$ cat src/hdl/atmp_pkg.sv
package atmp_pkg;

   localparam int LINE_BYTES_DEF = 64;
   localparam int ID_BYTES_DEF   = 32;

   localparam logic [1:0] KIND_TICK   = 2'd0;
   localparam logic [1:0] KIND_BYTE   = 2'd1;
   localparam logic [1:0] KIND_BUTTON = 2'd2;

   localparam logic [1:0] OUT_TX  = 2'd0;
   localparam logic [1:0] OUT_VER = 2'd1;
   localparam logic [1:0] OUT_ID  = 2'd2;
   localparam logic [1:0] OUT_EVT = 2'd3;

   localparam logic [2:0] EV_NONE      = 3'd0;
   localparam logic [2:0] EV_ATTEMPT   = 3'd1;
   localparam logic [2:0] EV_CONNECTED = 3'd2;
   localparam logic [2:0] EV_NO_MODULE = 3'd3;
   localparam logic [2:0] EV_STOPPED   = 3'd4;

   localparam logic [1:0] REG_ATTEMPT_LIMIT = 2'd0;
   localparam logic [1:0] REG_TIMEOUT       = 2'd1;
   localparam logic [1:0] REG_DEBOUNCE      = 2'd2;

   // command selectors for the back part
   localparam logic [1:0] CMD_AT  = 2'd0;
   localparam logic [1:0] CMD_VER = 2'd1;
   localparam logic [1:0] CMD_ID  = 2'd2;

   typedef struct packed {
      logic [1:0] kind;
      logic [7:0] rx_byte;
      logic       button_level;
   } req_type;

   typedef struct packed {
      logic [1:0] out_kind;
      logic [7:0] out_byte;
      logic [2:0] event_code;
      logic [3:0] attempt_number;
      logic       last;
   } rsp_type;

   // command characters including cr lf
   function automatic logic [7:0] cmd_char(input logic [1:0] cmd, input logic [3:0] idx);
      logic [7:0] c;
      c = 8'd0;
      unique case (cmd)
         CMD_AT: begin
            case (idx)
               4'd0: c = "A";
               4'd1: c = "T";
               4'd2: c = 8'd13;
               default: c = 8'd10;
            endcase
         end
         CMD_VER: begin
            case (idx)
               4'd0: c = "A";
               4'd1: c = "T";
               4'd2: c = "+";
               4'd3: c = "V";
               4'd4: c = "E";
               4'd5: c = "R";
               4'd6: c = 8'd13;
               default: c = 8'd10;
            endcase
         end
         default: begin
            case (idx)
               4'd0: c = "A";
               4'd1: c = "T";
               4'd2: c = "+";
               4'd3: c = "I";
               4'd4: c = "D";
               4'd5: c = "=";
               4'd6: c = "D";
               4'd7: c = "e";
               4'd8: c = "v";
               4'd9: c = "E";
               4'd10: c = "u";
               4'd11: c = "i";
               4'd12: c = 8'd13;
               default: c = 8'd10;
            endcase
         end
      endcase
      return c;
   endfunction

   function automatic logic [3:0] cmd_len(input logic [1:0] cmd);
      logic [3:0] n;
      unique case (cmd)
         CMD_AT:  n = 4'd4;
         CMD_VER: n = 4'd8;
         default: n = 4'd14;
      endcase
      return n;
   endfunction

   // job handed from front to back
   typedef enum logic [2:0] {
      JOB_NONE = 3'd0,
      JOB_CMD  = 3'd1,
      JOB_EVT  = 3'd2,
      JOB_VER  = 3'd3,
      JOB_ID   = 3'd4
   } job_kind_type;

endpackage

$ cat src/hdl/atmp_ram.sv
module atmp_ram #(
   parameter int WIDTH = 8,
   parameter int DEPTH = 64
) (
   input  logic                     clock,
   input  logic                     wr_en,
   input  logic [$clog2(DEPTH)-1:0] wr_addr,
   input  logic [WIDTH-1:0]         wr_data,
   input  logic [$clog2(DEPTH)-1:0] rd_addr,
   output logic [WIDTH-1:0]         rd_data
);
   logic [WIDTH-1:0] mem_ff [DEPTH];

   always_ff @(posedge clock) begin
      if (wr_en) begin
         mem_ff[wr_addr] <= wr_data;
      end
      rd_data <= mem_ff[rd_addr];
   end
endmodule

$ cat src/hdl/atmp_outq.sv
module atmp_outq (
   input  logic             clock,
   input  logic             reset,
   input  logic             push,
   input  atmp_pkg::rsp_type push_data,
   output logic             full,
   output logic             empty,
   input  logic             pop,
   output atmp_pkg::rsp_type pop_data
);
   import atmp_pkg::*;

   rsp_type    buf_ff [4];
   logic [1:0] wp_ff, wp_in, rp_ff, rp_in;
   logic [2:0] cnt_ff, cnt_in;
   logic       do_push, do_pop;

   assign full     = (cnt_ff == 3'd4);
   assign empty    = (cnt_ff == 3'd0);
   assign pop_data = buf_ff[rp_ff];
   assign do_push  = push && !full;
   assign do_pop   = pop && !empty;

   always_comb begin
      wp_in  = do_push ? wp_ff + 2'd1 : wp_ff;
      rp_in  = do_pop ? rp_ff + 2'd1 : rp_ff;
      cnt_in = cnt_ff + {2'd0, do_push} - {2'd0, do_pop};
   end

   always_ff @(posedge clock) begin
      if (reset) begin
         wp_ff  <= '0;
         rp_ff  <= '0;
         cnt_ff <= '0;
      end else begin
         wp_ff  <= wp_in;
         rp_ff  <= rp_in;
         cnt_ff <= cnt_in;
      end
      if (do_push) begin
         buf_ff[wp_ff] <= push_data;
      end
   end
endmodule

$ cat src/hdl/atmp_front.sv
module atmp_front #(
   parameter int LINE_BYTES = atmp_pkg::LINE_BYTES_DEF
) (
   input  logic                          clock,
   input  logic                          reset,
   input  logic                          in_valid,
   input  atmp_pkg::req_type             in_data,
   output logic                          in_ready,
   input  logic [3:0]                    attempt_limit,
   input  logic [15:0]                   byte_timeout_ticks,
   input  logic [3:0]                    debounce_limit,
   output logic                          line_wr,
   output logic [$clog2(LINE_BYTES)-1:0] line_addr,
   output logic [7:0]                    line_data,
   output logic                          job_valid,
   output atmp_pkg::job_kind_type        job_kind,
   output logic [1:0]                    job_cmd,
   output logic [2:0]                    job_event,
   output logic [3:0]                    job_attempt,
   output logic [$clog2(LINE_BYTES):0]   job_len,
   output logic                          job_last,
   input  logic                          job_ready
);
   import atmp_pkg::*;

   localparam int AW = $clog2(LINE_BYTES);

   typedef enum logic [4:0] {
      PH_WAIT_PRESS   = 5'b00001,
      PH_WAIT_RELEASE = 5'b00010,
      PH_AT           = 5'b00100,
      PH_VER          = 5'b01000,
      PH_ID           = 5'b10000
   } phase_type;

   // up to three jobs per input: pending cmd, and two from the line end
   typedef struct packed {
      job_kind_type kind;
      logic [1:0]   cmd;
      logic [2:0]   ev;
      logic [3:0]   att;
   } job_type;

   phase_type     phase_ff, phase_in;
   logic          stable_ff, stable_in;
   logic [3:0]    differ_ff, differ_in;
   logic [3:0]    att_ff, att_in;
   logic [15:0]   idle_ff, idle_in;
   logic [AW:0]   len_ff, len_in;
   logic [55:0]   win_ff, win_in;
   logic          seen_ff, seen_in;
   logic          pend_ff, pend_in;
   job_type       jobs_ff [3], jobs_in [3];
   logic [1:0]    njob_ff, njob_in, jidx_ff, jidx_in;
   logic [AW:0]   jlen_ff, jlen_in;

   logic          busy, accept;
   phase_type     ph;
   logic [55:0]   w;
   logic          sn, fin, wait_rsp;
   logic [AW:0]   ln;
   logic [1:0]    n;
   logic [3:0]    at;
   logic [4:0]    dn;

   assign busy     = (njob_ff != 2'd0);
   assign in_ready = !busy;
   assign accept   = in_valid && !busy;

   assign job_valid   = busy;
   assign job_kind    = jobs_ff[jidx_ff].kind;
   assign job_cmd     = jobs_ff[jidx_ff].cmd;
   assign job_event   = jobs_ff[jidx_ff].ev;
   assign job_attempt = jobs_ff[jidx_ff].att;
   assign job_len     = jlen_ff;
   assign job_last    = (jidx_ff + 2'd1 == njob_ff);

   always_comb begin
      phase_in  = phase_ff;
      stable_in = stable_ff;
      differ_in = differ_ff;
      att_in    = att_ff;
      idle_in   = idle_ff;
      len_in    = len_ff;
      win_in    = win_ff;
      seen_in   = seen_ff;
      pend_in   = pend_ff;
      njob_in   = njob_ff;
      jidx_in   = jidx_ff;
      jlen_in   = jlen_ff;
      for (int i = 0; i < 3; i++) jobs_in[i] = jobs_ff[i];
      line_wr   = 1'b0;
      line_addr = len_ff[AW-1:0];
      line_data = in_data.rx_byte;
      ph = phase_ff; w = win_ff; sn = seen_ff; ln = len_ff;
      n = 2'd0; fin = 1'b0; at = att_ff; dn = 5'd0; wait_rsp = 1'b0;
      idle_in = idle_ff;

      if (busy) begin
         if (job_ready) begin
            if (job_last) begin
               njob_in = 2'd0;
               jidx_in = 2'd0;
            end else begin
               jidx_in = jidx_ff + 2'd1;
            end
         end
      end else if (accept) begin
         if (pend_ff) begin
            pend_in = 1'b0;
            if (ph == PH_ID) begin
               jobs_in[0] = '{JOB_CMD, CMD_ID, EV_NONE, 4'd0};
               n = 2'd1;
               ln = '0; w = '0; sn = 1'b0; idle_in = '0;
            end
         end
         wait_rsp = (ph == PH_AT) || (ph == PH_VER) || (ph == PH_ID);
         if (in_data.kind == KIND_BUTTON && ph == PH_WAIT_PRESS) begin
            if (in_data.button_level == stable_ff) begin
               differ_in = '0;
            end else begin
               dn = {1'b0, differ_ff} + 5'd1;
               if (dn > {1'b0, debounce_limit}) begin
                  stable_in = in_data.button_level;
                  differ_in = '0;
                  if (!in_data.button_level) ph = PH_WAIT_RELEASE;
               end else begin
                  differ_in = dn[3:0];
               end
            end
         end else if (in_data.kind == KIND_BUTTON && ph == PH_WAIT_RELEASE) begin
            if (in_data.button_level) begin
               at = 4'd0;
               if (attempt_limit == 4'd0) begin
                  jobs_in[n] = '{JOB_EVT, CMD_AT, EV_NO_MODULE, 4'd0};
                  n = n + 2'd1;
                  ph = PH_WAIT_PRESS; stable_in = 1'b1; differ_in = '0;
               end else begin
                  at = 4'd1;
                  jobs_in[n] = '{JOB_EVT, CMD_AT, EV_ATTEMPT, 4'd1};
                  jobs_in[n+2'd1] = '{JOB_CMD, CMD_AT, EV_NONE, 4'd0};
                  n = n + 2'd2;
                  ph = PH_AT; ln = '0; w = '0; sn = 1'b0; idle_in = '0;
               end
            end
         end else if (in_data.kind == KIND_BYTE && wait_rsp) begin
            idle_in = '0;
            if (in_data.rx_byte == 8'd13) begin
               fin = 1'b1;
            end else begin
               w = {w[47:0], in_data.rx_byte};
               unique case (ph)
                  PH_AT:   if (w == "+AT: OK") sn = 1'b1;
                  PH_VER:  if (w[39:0] == "+VER:") sn = 1'b1;
                  default: if (w[47:0] == "DevEui") sn = 1'b1;
               endcase
               line_wr   = 1'b1;
               line_addr = ln[AW-1:0];
               ln = ln + 1'b1;
               if (ln >= (AW+1)'(LINE_BYTES - 1)) fin = 1'b1;
            end
         end else if (in_data.kind == KIND_TICK && wait_rsp) begin
            if (idle_in != 16'hFFFF) idle_in = idle_in + 16'd1;
            if (idle_in >= byte_timeout_ticks) fin = 1'b1;
         end

         if (fin) begin
            unique case (ph)
               PH_AT: begin
                  if (sn) begin
                     jobs_in[n] = '{JOB_EVT, CMD_AT, EV_CONNECTED, 4'd0};
                     jobs_in[n+2'd1] = '{JOB_CMD, CMD_VER, EV_NONE, 4'd0};
                     n = n + 2'd2;
                     ph = PH_VER; ln = '0; w = '0; sn = 1'b0; idle_in = '0;
                  end else if (at >= attempt_limit) begin
                     jobs_in[n] = '{JOB_EVT, CMD_AT, EV_NO_MODULE, 4'd0};
                     n = n + 2'd1;
                     at = 4'd0;
                     ph = PH_WAIT_PRESS; stable_in = 1'b1; differ_in = '0;
                  end else begin
                     at = at + 4'd1;
                     jobs_in[n] = '{JOB_EVT, CMD_AT, EV_ATTEMPT, at};
                     jobs_in[n+2'd1] = '{JOB_CMD, CMD_AT, EV_NONE, 4'd0};
                     n = n + 2'd2;
                     ln = '0; w = '0; sn = 1'b0; idle_in = '0;
                  end
               end
               PH_VER: begin
                  if (sn) begin
                     if (ln != '0) begin
                        jobs_in[n] = '{JOB_VER, CMD_AT, EV_NONE, 4'd0};
                        n = n + 2'd1;
                     end
                     ph = PH_ID;
                     pend_in = 1'b1;
                  end else begin
                     jobs_in[n] = '{JOB_EVT, CMD_AT, EV_STOPPED, 4'd0};
                     n = n + 2'd1;
                     ph = PH_WAIT_PRESS; stable_in = 1'b1; differ_in = '0;
                  end
               end
               default: begin
                  if (sn) begin
                     jobs_in[n] = '{JOB_ID, CMD_AT, EV_NONE, 4'd0};
                     n = n + 2'd1;
                  end else begin
                     jobs_in[n] = '{JOB_EVT, CMD_AT, EV_STOPPED, 4'd0};
                     n = n + 2'd1;
                  end
                  ph = PH_WAIT_PRESS; stable_in = 1'b1; differ_in = '0;
               end
            endcase
         end
         phase_in = ph; win_in = w; seen_in = sn; len_in = ln; att_in = at;
         jlen_in = ln;
         njob_in = n;
         jidx_in = 2'd0;
      end
   end

   always_ff @(posedge clock) begin
      if (reset) begin
         phase_ff  <= PH_WAIT_PRESS;
         stable_ff <= 1'b1;
         differ_ff <= '0;
         att_ff    <= '0;
         idle_ff   <= '0;
         len_ff    <= '0;
         win_ff    <= '0;
         seen_ff   <= 1'b0;
         pend_ff   <= 1'b0;
         njob_ff   <= '0;
         jidx_ff   <= '0;
      end else begin
         phase_ff  <= phase_in;
         stable_ff <= stable_in;
         differ_ff <= differ_in;
         att_ff    <= att_in;
         idle_ff   <= idle_in;
         len_ff    <= len_in;
         win_ff    <= win_in;
         seen_ff   <= seen_in;
         pend_ff   <= pend_in;
         njob_ff   <= njob_in;
         jidx_ff   <= jidx_in;
      end
      jlen_ff <= jlen_in;
      for (int i = 0; i < 3; i++) jobs_ff[i] <= jobs_in[i];
   end
endmodule

$ cat src/hdl/atmp_back.sv
module atmp_back #(
   parameter int LINE_BYTES = atmp_pkg::LINE_BYTES_DEF,
   parameter int ID_BYTES   = atmp_pkg::ID_BYTES_DEF
) (
   input  logic                          clock,
   input  logic                          reset,
   input  logic                          job_valid,
   input  atmp_pkg::job_kind_type        job_kind,
   input  logic [1:0]                    job_cmd,
   input  logic [2:0]                    job_event,
   input  logic [3:0]                    job_attempt,
   input  logic [$clog2(LINE_BYTES):0]   job_len,
   input  logic                          job_last,
   output logic                          job_ready,
   output logic [$clog2(LINE_BYTES)-1:0] rd_addr,
   input  logic [7:0]                    rd_data,
   output logic                          out_push,
   output atmp_pkg::rsp_type             out_data,
   input  logic                          out_full
);
   import atmp_pkg::*;

   localparam int AW = $clog2(LINE_BYTES);
   localparam int IW = $clog2(ID_BYTES);

   typedef enum logic [5:0] {
      ST_IDLE = 6'b000001,
      ST_CMD  = 6'b000010,
      ST_VER  = 6'b000100,
      ST_SCAN = 6'b001000,
      ST_COPY = 6'b010000,
      ST_EMIT = 6'b100000
   } st_type;

   st_type        st_ff, st_in;
   logic [AW:0]   idx_ff, idx_in;
   logic [AW:0]   start_ff, start_in;
   logic          found_ff, found_in;
   logic          rdv_ff, rdv_in;
   logic [AW:0]   ridx_ff, ridx_in;
   logic [IW:0]   idn_ff, idn_in;
   logic [IW:0]   ide_ff, ide_in;
   logic          id_wr;
   logic [7:0]    id_wdata, id_rdata, lc;
   logic [IW-1:0] id_raddr;

   atmp_ram #(.WIDTH(8), .DEPTH(ID_BYTES)) u_id_ram (
      .clock  (clock),
      .wr_en  (id_wr),
      .wr_addr(idn_ff[IW-1:0]),
      .wr_data(id_wdata),
      .rd_addr(id_raddr),
      .rd_data(id_rdata)
   );

   always_comb begin
      st_in    = st_ff;
      idx_in   = idx_ff;
      start_in = start_ff;
      found_in = found_ff;
      rdv_in   = 1'b0;
      ridx_in  = ridx_ff;
      idn_in   = idn_ff;
      ide_in   = ide_ff;
      job_ready = 1'b0;
      out_push  = 1'b0;
      out_data  = '0;
      rd_addr   = idx_ff[AW-1:0];
      id_wr     = 1'b0;
      lc        = rd_data;
      if (rd_data >= "A" && rd_data <= "F") lc = rd_data + 8'd32;
      id_wdata  = lc;
      id_raddr  = ide_ff[IW-1:0];

      unique case (st_ff)
         ST_IDLE: begin
            idx_in = '0;
            if (job_valid) begin
               unique case (job_kind)
                  JOB_EVT: begin
                     out_data = '{OUT_EVT, 8'd0, job_event,
                                  (job_event == EV_ATTEMPT) ? job_attempt : 4'd0, job_last};
                     if (!out_full) begin
                        out_push  = 1'b1;
                        job_ready = 1'b1;
                     end
                  end
                  JOB_CMD: st_in = ST_CMD;
                  JOB_VER: st_in = ST_VER;
                  JOB_ID: begin
                     st_in = ST_SCAN;
                     found_in = 1'b0;
                  end
                  default: job_ready = 1'b1;
               endcase
            end
         end
         ST_CMD: begin
            out_data = '{OUT_TX, cmd_char(job_cmd, idx_ff[3:0]), EV_NONE, 4'd0,
                         job_last && (idx_ff[3:0] == cmd_len(job_cmd) - 4'd1)};
            if (!out_full) begin
               out_push = 1'b1;
               idx_in = idx_ff + 1'b1;
               if (idx_ff[3:0] == cmd_len(job_cmd) - 4'd1) begin
                  job_ready = 1'b1;
                  st_in = ST_IDLE;
               end
            end
         end
         ST_VER: begin
            // line RAM read is registered; rdv marks data for ridx
            if (rdv_ff) begin
               out_data = '{OUT_VER, rd_data, EV_NONE, 4'd0,
                            job_last && (ridx_ff + 1'b1 == job_len)};
               if (!out_full) begin
                  out_push = 1'b1;
                  if (ridx_ff + 1'b1 == job_len) begin
                     job_ready = 1'b1;
                     st_in = ST_IDLE;
                  end else begin
                     idx_in  = ridx_ff + 1'b1;
                     rd_addr = idx_in[AW-1:0];
                     ridx_in = idx_in;
                     rdv_in  = 1'b1;
                  end
               end else begin
                  rd_addr = ridx_ff[AW-1:0];
                  rdv_in  = 1'b1;
               end
            end else begin
               rd_addr = idx_ff[AW-1:0];
               ridx_in = idx_ff;
               rdv_in  = 1'b1;
            end
         end
         ST_SCAN: begin
            if (rdv_ff) begin
               if (rd_data == " ") begin
                  start_in = ridx_ff + 1'b1;
                  found_in = 1'b1;
               end
            end
            if (idx_ff < job_len) begin
               rd_addr = idx_ff[AW-1:0];
               ridx_in = idx_ff;
               rdv_in  = 1'b1;
               idx_in  = idx_ff + 1'b1;
            end else if (!rdv_ff) begin
               idn_in = '0;
               if (!found_ff) begin
                  out_data = '{OUT_EVT, 8'd0, EV_NONE, 4'd0, 1'b0};
                  st_in = ST_EMIT;
                  ide_in = '0;
                  idn_in = '0;
               end else begin
                  idx_in = start_ff;
                  st_in  = ST_COPY;
               end
            end
         end
         ST_COPY: begin
            if (rdv_ff) begin
               if (rd_data != ":" && idn_ff < (IW+1)'(ID_BYTES - 1)) begin
                  id_wr  = 1'b1;
                  idn_in = idn_ff + 1'b1;
               end
            end
            if (idx_ff < job_len && idn_in < (IW+1)'(ID_BYTES - 1)) begin
               rd_addr = idx_ff[AW-1:0];
               ridx_in = idx_ff;
               rdv_in  = 1'b1;
               idx_in  = idx_ff + 1'b1;
            end else if (!rdv_ff || !(rd_data != ":" && idn_ff < (IW+1)'(ID_BYTES - 1))
                         || 1'b1) begin
               if (!rdv_in) begin
                  st_in  = ST_EMIT;
                  ide_in = '0;
                  id_raddr = '0;
               end
            end
         end
         default: begin
            // ide_ff addresses the byte read from the id RAM; rdv marks its data valid
            if (idn_ff == '0) begin
               job_ready = 1'b1;
               st_in = ST_IDLE;
            end else if (!rdv_ff) begin
               id_raddr = ide_ff[IW-1:0];
               rdv_in = 1'b1;
            end else begin
               out_data = '{OUT_ID, id_rdata, EV_NONE, 4'd0,
                            job_last && (ide_ff + 1'b1 == idn_ff)};
               if (!out_full) begin
                  out_push = 1'b1;
                  if (ide_ff + 1'b1 == idn_ff) begin
                     job_ready = 1'b1;
                     st_in = ST_IDLE;
                  end else begin
                     ide_in = ide_ff + 1'b1;
                     id_raddr = ide_in[IW-1:0];
                     rdv_in = 1'b1;
                  end
               end else begin
                  id_raddr = ide_ff[IW-1:0];
                  rdv_in = 1'b1;
               end
            end
         end
      endcase
   end

   always_ff @(posedge clock) begin
      if (reset) begin
         st_ff    <= ST_IDLE;
         rdv_ff   <= 1'b0;
         found_ff <= 1'b0;
      end else begin
         st_ff    <= st_in;
         rdv_ff   <= rdv_in;
         found_ff <= found_in;
      end
      idx_ff   <= idx_in;
      start_ff <= start_in;
      ridx_ff  <= ridx_in;
      idn_ff   <= idn_in;
      ide_ff   <= ide_in;
   end
endmodule

$ cat src/hdl/at_command_modem_probe.sv
// an event result goes from the front job registers via the back part into the queue;
// other jobs first pass the back idle state; while the queue is not full, command bytes
// and version text (after a RAM read) come one per cycle, devEui after a line scan
// throughput: one input per cycle when it causes no result; an input with
// results holds off the next until the back part has queued all of them
// reset: synchronous, active high; clears phase, counters, queue; loads setting defaults
module at_command_modem_probe #(
   parameter int LINE_BYTES = atmp_pkg::LINE_BYTES_DEF,
   parameter int ID_BYTES   = atmp_pkg::ID_BYTES_DEF
) (
   input  logic              clock,
   input  logic              reset,
   input  logic              req_push,
   input  atmp_pkg::req_type req_data,
   output logic              req_full,
   output logic              rsp_empty,
   input  logic              rsp_pop,
   output atmp_pkg::rsp_type rsp_data,
   input  logic              csr_valid,
   output logic              csr_ready,
   input  logic [1:0]        csr_index,
   input  logic [15:0]       csr_data
);
   import atmp_pkg::*;

   localparam int AW = $clog2(LINE_BYTES);

   logic [3:0]  lim_ff;
   logic [15:0] tmo_ff;
   logic [3:0]  deb_ff;
   logic        front_ready, line_wr, job_valid, job_ready, job_last, push, full;
   logic [AW-1:0] line_waddr, line_raddr;
   logic [7:0]  line_wdata, line_rdata;
   job_kind_type job_kind;
   logic [1:0]  job_cmd;
   logic [2:0]  job_event;
   logic [3:0]  job_attempt;
   logic [AW:0] job_len;
   rsp_type     push_data;

   assign csr_ready = 1'b1;
   assign req_full  = !front_ready;

   always_ff @(posedge clock) begin
      if (reset) begin
         lim_ff <= 4'd5;
         tmo_ff <= 16'd500;
         deb_ff <= 4'd3;
      end else if (csr_valid) begin
         case (csr_index)
            REG_ATTEMPT_LIMIT: lim_ff <= csr_data[3:0];
            REG_TIMEOUT:       tmo_ff <= csr_data;
            REG_DEBOUNCE:      deb_ff <= csr_data[3:0];
            default: ;
         endcase
      end
   end

   atmp_front #(.LINE_BYTES(LINE_BYTES)) u_front (
      .clock, .reset,
      .in_valid(req_push), .in_data(req_data), .in_ready(front_ready),
      .attempt_limit(lim_ff), .byte_timeout_ticks(tmo_ff), .debounce_limit(deb_ff),
      .line_wr, .line_addr(line_waddr), .line_data(line_wdata),
      .job_valid, .job_kind, .job_cmd, .job_event, .job_attempt, .job_len,
      .job_last, .job_ready
   );

   atmp_ram #(.WIDTH(8), .DEPTH(LINE_BYTES)) u_line_ram (
      .clock, .wr_en(line_wr), .wr_addr(line_waddr), .wr_data(line_wdata),
      .rd_addr(line_raddr), .rd_data(line_rdata)
   );

   atmp_back #(.LINE_BYTES(LINE_BYTES), .ID_BYTES(ID_BYTES)) u_back (
      .clock, .reset,
      .job_valid, .job_kind, .job_cmd, .job_event, .job_attempt, .job_len,
      .job_last, .job_ready,
      .rd_addr(line_raddr), .rd_data(line_rdata),
      .out_push(push), .out_data(push_data), .out_full(full)
   );

   atmp_outq u_outq (
      .clock, .reset, .push, .push_data, .full, .empty(rsp_empty),
      .pop(rsp_pop), .pop_data(rsp_data)
   );
endmodule

$ cat config.mk
export PLATFORM = sky130hd
export DESIGN_NAME = at_command_modem_probe
export DESIGN_NICKNAME = d
export VERILOG_FILES = /design/src/hdl/atmp_pkg.sv /design/src/hdl/atmp_ram.sv /design/src/hdl/atmp_outq.sv /design/src/hdl/atmp_front.sv /design/src/hdl/atmp_back.sv /design/src/hdl/at_command_modem_probe.sv
export SDC_FILE = /design/constraint.sdc
export NUM_CORES = 2
export LEC_CHECK = 0
export BUFFER_PORTS_ARGS = -buffer_cell sky130_fd_sc_hd__buf_2
export CORE_MARGIN = 4
export CORE_UTILIZATION = 40
export CTS_CLUSTER_DIAMETER = 30
export DETAILED_ROUTE_END_ITERATION = 16
export PLACE_DENSITY_LB_ADDON = 0.25
export SETUP_SLACK_MARGIN = 0.15
export SYNTH_ARGS = -nofsm -noshare
export SYNTH_HDL_FRONTEND = slang
export SYNTH_HIERARCHICAL = 1
export SYNTH_SLANG_ARGS = --single-unit
$ cat constraint.sdc
create_clock -name clock -period 6 [get_ports clock]
set_clock_uncertainty 0.2 [all_clocks]
set_input_delay 1.8 -clock clock [delete_from_list [all_inputs] [get_ports clock]]
set_output_delay 1.8 -clock clock [all_outputs]
set_load 0.005 [all_outputs]
# ---- After elaboration in Yosys (flattened, before gate mapping)
# Memories as Yosys holds them, arrays and structs flattened. A register that Yosys moved wholly into a read port is not among the register bits.
# Index checks and enable logic that the tools add are counted.
dict set report word_totals {
  n_memories 5
  latchBits 0
  inputBits 34
  rom_bits 112
  ramBits 876
  register_bits 178
  output_inout_bits 21
  elab_cells 538
}
# memory words width rd rd_ports_with_merged_regs wr line_no
set memory_table {}
lappend memory_table {u_line_ram.mem_ff 64 8 1 1 1 atmp_ram.sv:12} ;# logic [WIDTH-1:0] mem_ff [DEPTH];
lappend memory_table {u_back.u_id_ram.mem_ff 32 8 1 1 1 atmp_ram.sv:12}
lappend memory_table {{(no name shown)} 16 7 1 1 0 atmp_pkg.sv:70} ;# case (idx)
lappend memory_table {u_outq.buf_ff 4 18 1 1 1 atmp_outq.sv:13} ;# rsp_type buf_ff [4];
lappend memory_table {u_front.jobs_ff 3 12 4 1 3 atmp_front.sv:53} ;# job_type jobs_ff [3], jobs_in [3];
dict set report classes {
  div_mod_pow 0
  bitwise_logic 36
  shifts 0
  n_mux 308
  reduce_logical 57
  eq_ne 69
  n_addsub 20
  mul 0
  order_cmp 17
}
# operator n
set op_table {}
lappend op_table {{$mux W56} 14}
lappend op_table {{$mux W36} 14}
lappend op_table {{$mux W16} 21}
lappend op_table {{$mux W6} 37}
lappend op_table {{$mux W7} 27}
lappend op_table {{$mux W18} 7}
lappend op_table {{$and A30 B30 Y30} 4}
lappend op_table {{$not A30 Y30} 4}
lappend op_table {{$and A33 B33 Y33} 3}
lappend op_table {{$not A33 Y33} 3}
lappend op_table {{$demux W12 S2} 4}
lappend op_table {{$mux W12} 8}
lappend op_table {{$mux W4} 24}
lappend op_table {{$pmux W18 S5} 1}
lappend op_table {{$mux W5} 17}
lappend op_table {{$mux W1} 82}
lappend op_table {{$and A27 B27 Y27} 3}
lappend op_table {{$not A27 Y27} 3}
lappend op_table {{$pmux W36 S2} 1}
lappend op_table {{$eq A56 B54 Y1 const B} 1}
lappend op_table {{$mux W2} 26}
lappend op_table {{$pmux W7 S7} 1}
lappend op_table {{$eq A48 B47 Y1 const B} 1}
lappend op_table {{$pmux W7 S3} 2}
lappend op_table {{95 further kinds} 199}

# ---- Logic depth before layout (Yosys ltp)
dict set report depth {
  ltp_word 27
  ltp_mapped 25
  ltp_nobuf 21
}

# ---- By module
# Netlist, hierarchy kept.
# mod cells_each area_each_um2 seq_area_each_um2 instances
set by_module_without_submodules {}
lappend by_module_without_submodules {{atmp_ram (u_line_ram)} 972 20190.6 15534.9 1}
lappend by_module_without_submodules {{atmp_ram (u_back.u_id_ram)} 417 10053.4 7847.5 1}
lappend by_module_without_submodules {atmp_front 995 8553.2 3153.0 1}
lappend by_module_without_submodules {atmp_back 512 4366.7 1291.2 1}
lappend by_module_without_submodules {atmp_outq 145 3106.7 2342.2 1}
lappend by_module_without_submodules {at_command_modem_probe 105 1041.0 480.5 1}

# ---- Worst setup path before layout
# No wires, ideal clock.
dict set report synth_timing {
  path_kind {in2reg}
  start {input port req_data[2] in the netlist's numbering}
  end {memory u_line_ram.mem_ff[28][0], enable pin}
  cell_stages 10
  arrival_ns 4.578
  path_slack_ns 0.851
  path_buffers 2
  setup_ns 0.370
  t_required_ns 5.430
  cell_sequence {or4b_1 -> o21a_1 -> nand2_1 -> nor3_1 -> nor2b_1 -> clkbuf_1 -> or3b_2 -> or2_2 -> clkbuf_1 -> nor2_1}
}
dict set report synth_via {
  word_cells_on_any_way 15
  classes_between {1 x eq/ne; 14 x mux}
}
# item line_no
set synth_rtl {}
lappend synth_rtl {{from (decl)} at_command_modem_probe.sv:14} ;# input atmp_pkg::req_type req_data,
lappend synth_rtl {{$eq A8 B4 Y1} atmp_front.sv:148} ;# if (in_data.rx_byte == 8'd13) begin
lappend synth_rtl {{$mux W6} atmp_front.sv:148}
lappend synth_rtl {{$mux W6} atmp_front.sv:146} ;# end else if (in_data.kind == KIND_BYTE && wait_rsp) begin
lappend synth_rtl {{$mux W6} atmp_front.sv:131} ;# end else if (in_data.kind == KIND_BUTTON && ph == PH_WAIT_RELEASE) begin
lappend synth_rtl {{$mux W6} atmp_front.sv:118} ;# if (in_data.kind == KIND_BUTTON && ph == PH_WAIT_PRESS) begin
lappend synth_rtl {{$mux W6} atmp_front.sv:108} ;# end else if (accept) begin
lappend synth_rtl {{$mux W6} atmp_front.sv:99} ;# if (busy) begin
lappend synth_rtl {{named net line_waddr[2]} at_command_modem_probe.sv:32} ;# logic [AW-1:0] line_waddr, line_raddr;
lappend synth_rtl {{to (decl)} atmp_ram.sv:12}
# The timed path passes the listed nets, and every way through them passes these cells.

# ---- Worst setup path in the final report
dict set report layout_timing {
  start {register u_front.phase_ff[0]}
  end {register u_front.idle_ff[4]}
}
dict set report layout_via {
  elab_chain_cells 22
  word_cells_on_any_way 85
  classes_between {2 x add/sub; 3 x order compare; 10 x eq/ne; 64 x mux; 6 x reduce/logical}
}
# item line_no
set layout_lines {}
lappend layout_lines {{from (decl)} atmp_front.sv:44} ;# phase_type phase_ff, phase_in;
lappend layout_lines {{from (signal assigned)} atmp_front.sv:235} ;# phase_ff <= phase_in;
lappend layout_lines {{$eq A5 B5 Y1} {atmp_front.sv:111, atmp_front.sv:117}}
lappend layout_lines {{$mux W16} atmp_front.sv:111} ;# if (ph == PH_ID) begin
lappend layout_lines {{$mux W16} atmp_front.sv:109} ;# if (pend_ff) begin
lappend layout_lines {{$mux W16} atmp_front.sv:108}
lappend layout_lines {{$mux W16} atmp_front.sv:99}
lappend layout_lines {{$add A16 B1 Y16 / $ne A16 B16 Y1 (equally long branches)} atmp_front.sv:163} ;# if (idle_in != 16'hFFFF) idle_in = idle_in + 16'd1;
lappend layout_lines {{$mux W16} atmp_front.sv:163}
lappend layout_lines {{$mux W16} atmp_front.sv:162} ;# end else if (in_data.kind == KIND_TICK && wait_rsp) begin
lappend layout_lines {{[6 not listed]} -}
lappend layout_lines {{$mux W1} atmp_front.sv:164} ;# if (idle_in >= byte_timeout_ticks) fin = 1'b1;
lappend layout_lines {{$mux W1} atmp_front.sv:162}
lappend layout_lines {{$mux W1} atmp_front.sv:146}
lappend layout_lines {{$mux W1} atmp_front.sv:131}
lappend layout_lines {{$mux W1} atmp_front.sv:118}
lappend layout_lines {{$mux W1} atmp_front.sv:108}
lappend layout_lines {{$mux W1} atmp_front.sv:99}
lappend layout_lines {{$mux W16 (*)} atmp_front.sv:167} ;# if (fin) begin
lappend layout_lines {{to (signal assigned)} atmp_front.sv:239} ;# idle_ff <= idle_in;
lappend layout_lines {{to (decl)} atmp_front.sv:48} ;# logic [15:0] idle_ff, idle_in;
# Mark *: on every way between the ends. The rest lies on a longest branch, timed or not. The select of a mux whose other input is x is not followed.
# A chain may end at the register's enable or synchronous reset.

==> out/metrics.yaml <==
worst_setup_path:
  cp_max_fo: 10
  rrSetupSlack_ns: 0.54
  cp.arrival_ns: 5.96
  end_kind: "flop"
  path_class: "flop to flop"
  crit_path_start_kind: "flop"
  crit_required_ns: 6.49
grt:
  grt_pass1_vias: 29001
  grt_pass1_wl_um: 182000
  grt_max_degree: 69
  use_met3: 0.0305
  antenna_found_initial: 3
  grt_usage: 0.188
  met1_usage: 0.270
  top_usage_layer: "met2"
  grt_remaining_overflow: 0
  grt_use_met2: 0.295
drt:
  vias_per_cell: 5.68
  firstDrtPassIters: 5
  wl_per_cell_um: 23.2
  remaining_drc_errors: 0
  drt-total-wl_um: 118000
  vias: 28939
  antenna_left: 0
  first_iter_violations: 2672
floorplan:
  die_area_sq_mm: 0.124
  row_count: 125
  start_util: 0.405
  die_w_um: 352
  core_sq_mm: 0.117
  die_h_um: 352
  pin_count: 55
cts:
  clk_pin_slew_ns: 0.05
  ctsHtreeMaxLevel: 4
  cts_inserted_buffers: 217
  clock-sinks: 1073
  cts_tree: "yes"
  clockRootBuffer: "clkbuf_16"
  clock_latency_ns: 0.81
  clockBufferDepth: 3
pwr:
  total_power_mw: 25.3
  combPwrFrac: 0.174
  ir_drop_mv: 0.293
  power_density_mw_per_mm2: 440
  p_int_mw: 18.4
  pwr-share-seq: 0.343
  power.leakage_nw: 19.4
  clkPwrFrac: 0.483
  switchingPower_mw: 6.90
  netSwitchingFraction: 0.273
yosys:
  synth_ff_type: "edfxtp_1"
  ys_ff_latch: 1073
  post-synth-top-count-cell: "edfxtp_1"
  yosys-top-cells-area: "edfxtp_1 (58%), mux4_2 (10%), dfxtp_1 (6.6%)"
  synth.top_cell.area_share: 0.581
  synth_edf_count: 916
  syn_inst: 3146
  synth_cell_types: 113
  ys_warn_count: 6
  syn_area_sq_mm: 0.0473
  synthesis.nets: 3237
  yosysSeqAreaShare: 0.648
  synth_top_area_cell: "edfxtp_1"
  syn_avg_cell_area_sq_um: 15.0
  synthTopCellsByCount: "edfxtp_1 (916), nor2_1 (276), mux4_2 (214)"
  async_reset_ff_frac: 0
sta:
  holdWs_ns: 0.260
  hold_violations: 0
  rsz0062_at_grt: "false"
  setup_slack_ns: 0.535
  slew_viol_final: 0
  tns_ns: 0
  layout_min_cycle_time_ns: 5.46
  period_share: 0.911
  relSlewSlack: 0.120
  setup_viol: 0
  clock.fmax_mhz: 183
  worst_slew_pin_slew_ns: 1.32
worst_hold_path:
  hp-class: "flop to flop"
placed_design:
  port_buffers: 53
  place_hpwl_um: 74500
  dpl_worst_slack_ns: 0.272
  gp_congestion: 0.837
finish:
  layout-drive-gt1-share: 0.243
  nets: 3472
  fillers: 9778
  area_growth_pct: 21.5
outcome:
  status: "finished, final reports clean"
job:
  cap_violations: 0
[final timing paths]
check,endpoint,cells past startpoint,startpoint
worst max register to register,u_front/idle_ff[4],22,u_front/phase_ff[0]
worst max-delay path,u_front/idle_ff[4],22,u_front/phase_ff[0]
worst min register to register,u_front/seen_ff,2,u_front/seen_ff
worst min-delay path,u_front/seen_ff,2,u_front/seen_ff
[final cells by class]
| cell class | instances | area [sq um] | area share |
|---|---|---|---|
| Sequential cell | 1073 | 30600 | 0.533 |
| Multi-Input combinational cell | 1810 | 15400 | 0.269 |
| Clock buffer | 247 | 5670 | 0.0986 |
| Clock inverter | 164 | 2030 | 0.0352 |
| Tap cell | 1524 | 1910 | 0.0332 |
| Timing Repair Buffer | 203 | 1480 | 0.0258 |
| Inverter | 76 | 285 | 0.00496 |
| Antenna cell | 2 | 5.00 | 0.0000871 |
[cell usage in the layout (no fill, tap or decap), types with 39 or more instances in the layout]
master,n
a21oi_1,95
a22o_1,64
buf_2,52
buf_4,144
clkbuf_16,220
clkinv_2,40
dfxtp_1,157
edfxtp_1,916
ha_1,56
inv_1,71
mux2i_1,73
mux4_2,214
nand2_1,162
nand2b_1,53
nand3_1,71
nor2_1,276
nor3_1,44
o21ai_0,89
o22ai_1,39
[repair_timing]
action / in CTS / in global routing
setup buffers: 0 / 0
resized for setup: 0 / 2
endpoints found under the hold margin: 0 / 0
hold buffers: 0 / 0
endpoints found under the setup margin: 0 / 67
[power groups by stage]
stage	Sequential [mW]	Clock [mW]	Combinational, mW
floorplan	8.83	0	2.86
CTS	8.67	12.4	4.43
finish	8.67	12.2	4.39
global route	8.68	12.8	4.70
detailed placement	8.80	0	4.41
global placement	8.80	0	4.39
[layer usage]
layer | vias up | wire length, um | share of wire
met4 | 0 | 2800 | 0.024
li1 | 12950 | - | -
met3 | 218 | 7100 | 0.060
met5 | - | 0 | 0
met1 | 14751 | 53000 | 0.45
met2 | 1020 | 55200 | 0.47
[registers in the layout (all words and copies together) (netlist names), 8 cells and up, named ones only]
signal                   count
u_line_ram/mem_ff          512
u_back/u_id_ram/mem_ff     256
u_outq/buf_ff               72
u_front/win_ff              48
u_front/jobs_ff             36
tmo_ff                      16
u_front/idle_ff             16
u_back/u_id_ram/rd_data      8
u_line_ram/rd_data           8
[cell families after synthesis]
logic type	synth area share
mux	0.127
compound gates	0.0800
buf+inv	0.0273
simple gates	0.0902
fa+ha+maj	0.0152
xor+xnor	0.0125
other cells	0.0000793
flops	0.648
[through the flow]
| stage | instance area [sq um] | instances | utilization |
|---|---|---|---|
| 2_1_floorplan | 47300 | 3146 | - |
| 3_3_place_gp | 49800 | 4686 | 0.426 |
| 3_5_place_dp | 49800 | 4686 | 0.426 |
| 4_1_cts | 57500 | 5097 | 0.492 |
| 5_1_grt | 57500 | 5097 | 0.492 |
| 6_report | 57500 | 5099 | 0.492 |
[worst max-delay path: stages (launching register included)]
cell,delay [ns]
dfxtp_1,0.30
or2_2,0.33
nor2_4,0.13
inv_2,0.09
nand2_1,0.11
inv_1,0.08
ha_1,0.27
nand3_1,0.13
nor3_1,0.08
nand4_1,0.20
nand4b_1,0.19
or3_1,0.37
a21oi_1,0.16
ha_1,0.26
a21o_1,0.18
a21o_1,0.17
a211oi_1,0.33
o41ai_2,0.17
buf_4,0.17
o21a_2,0.29
and3_1,0.32
nor2_1,0.63
a22o_1,0.22
No activity file was read; power rests on OpenSTA's default activity.
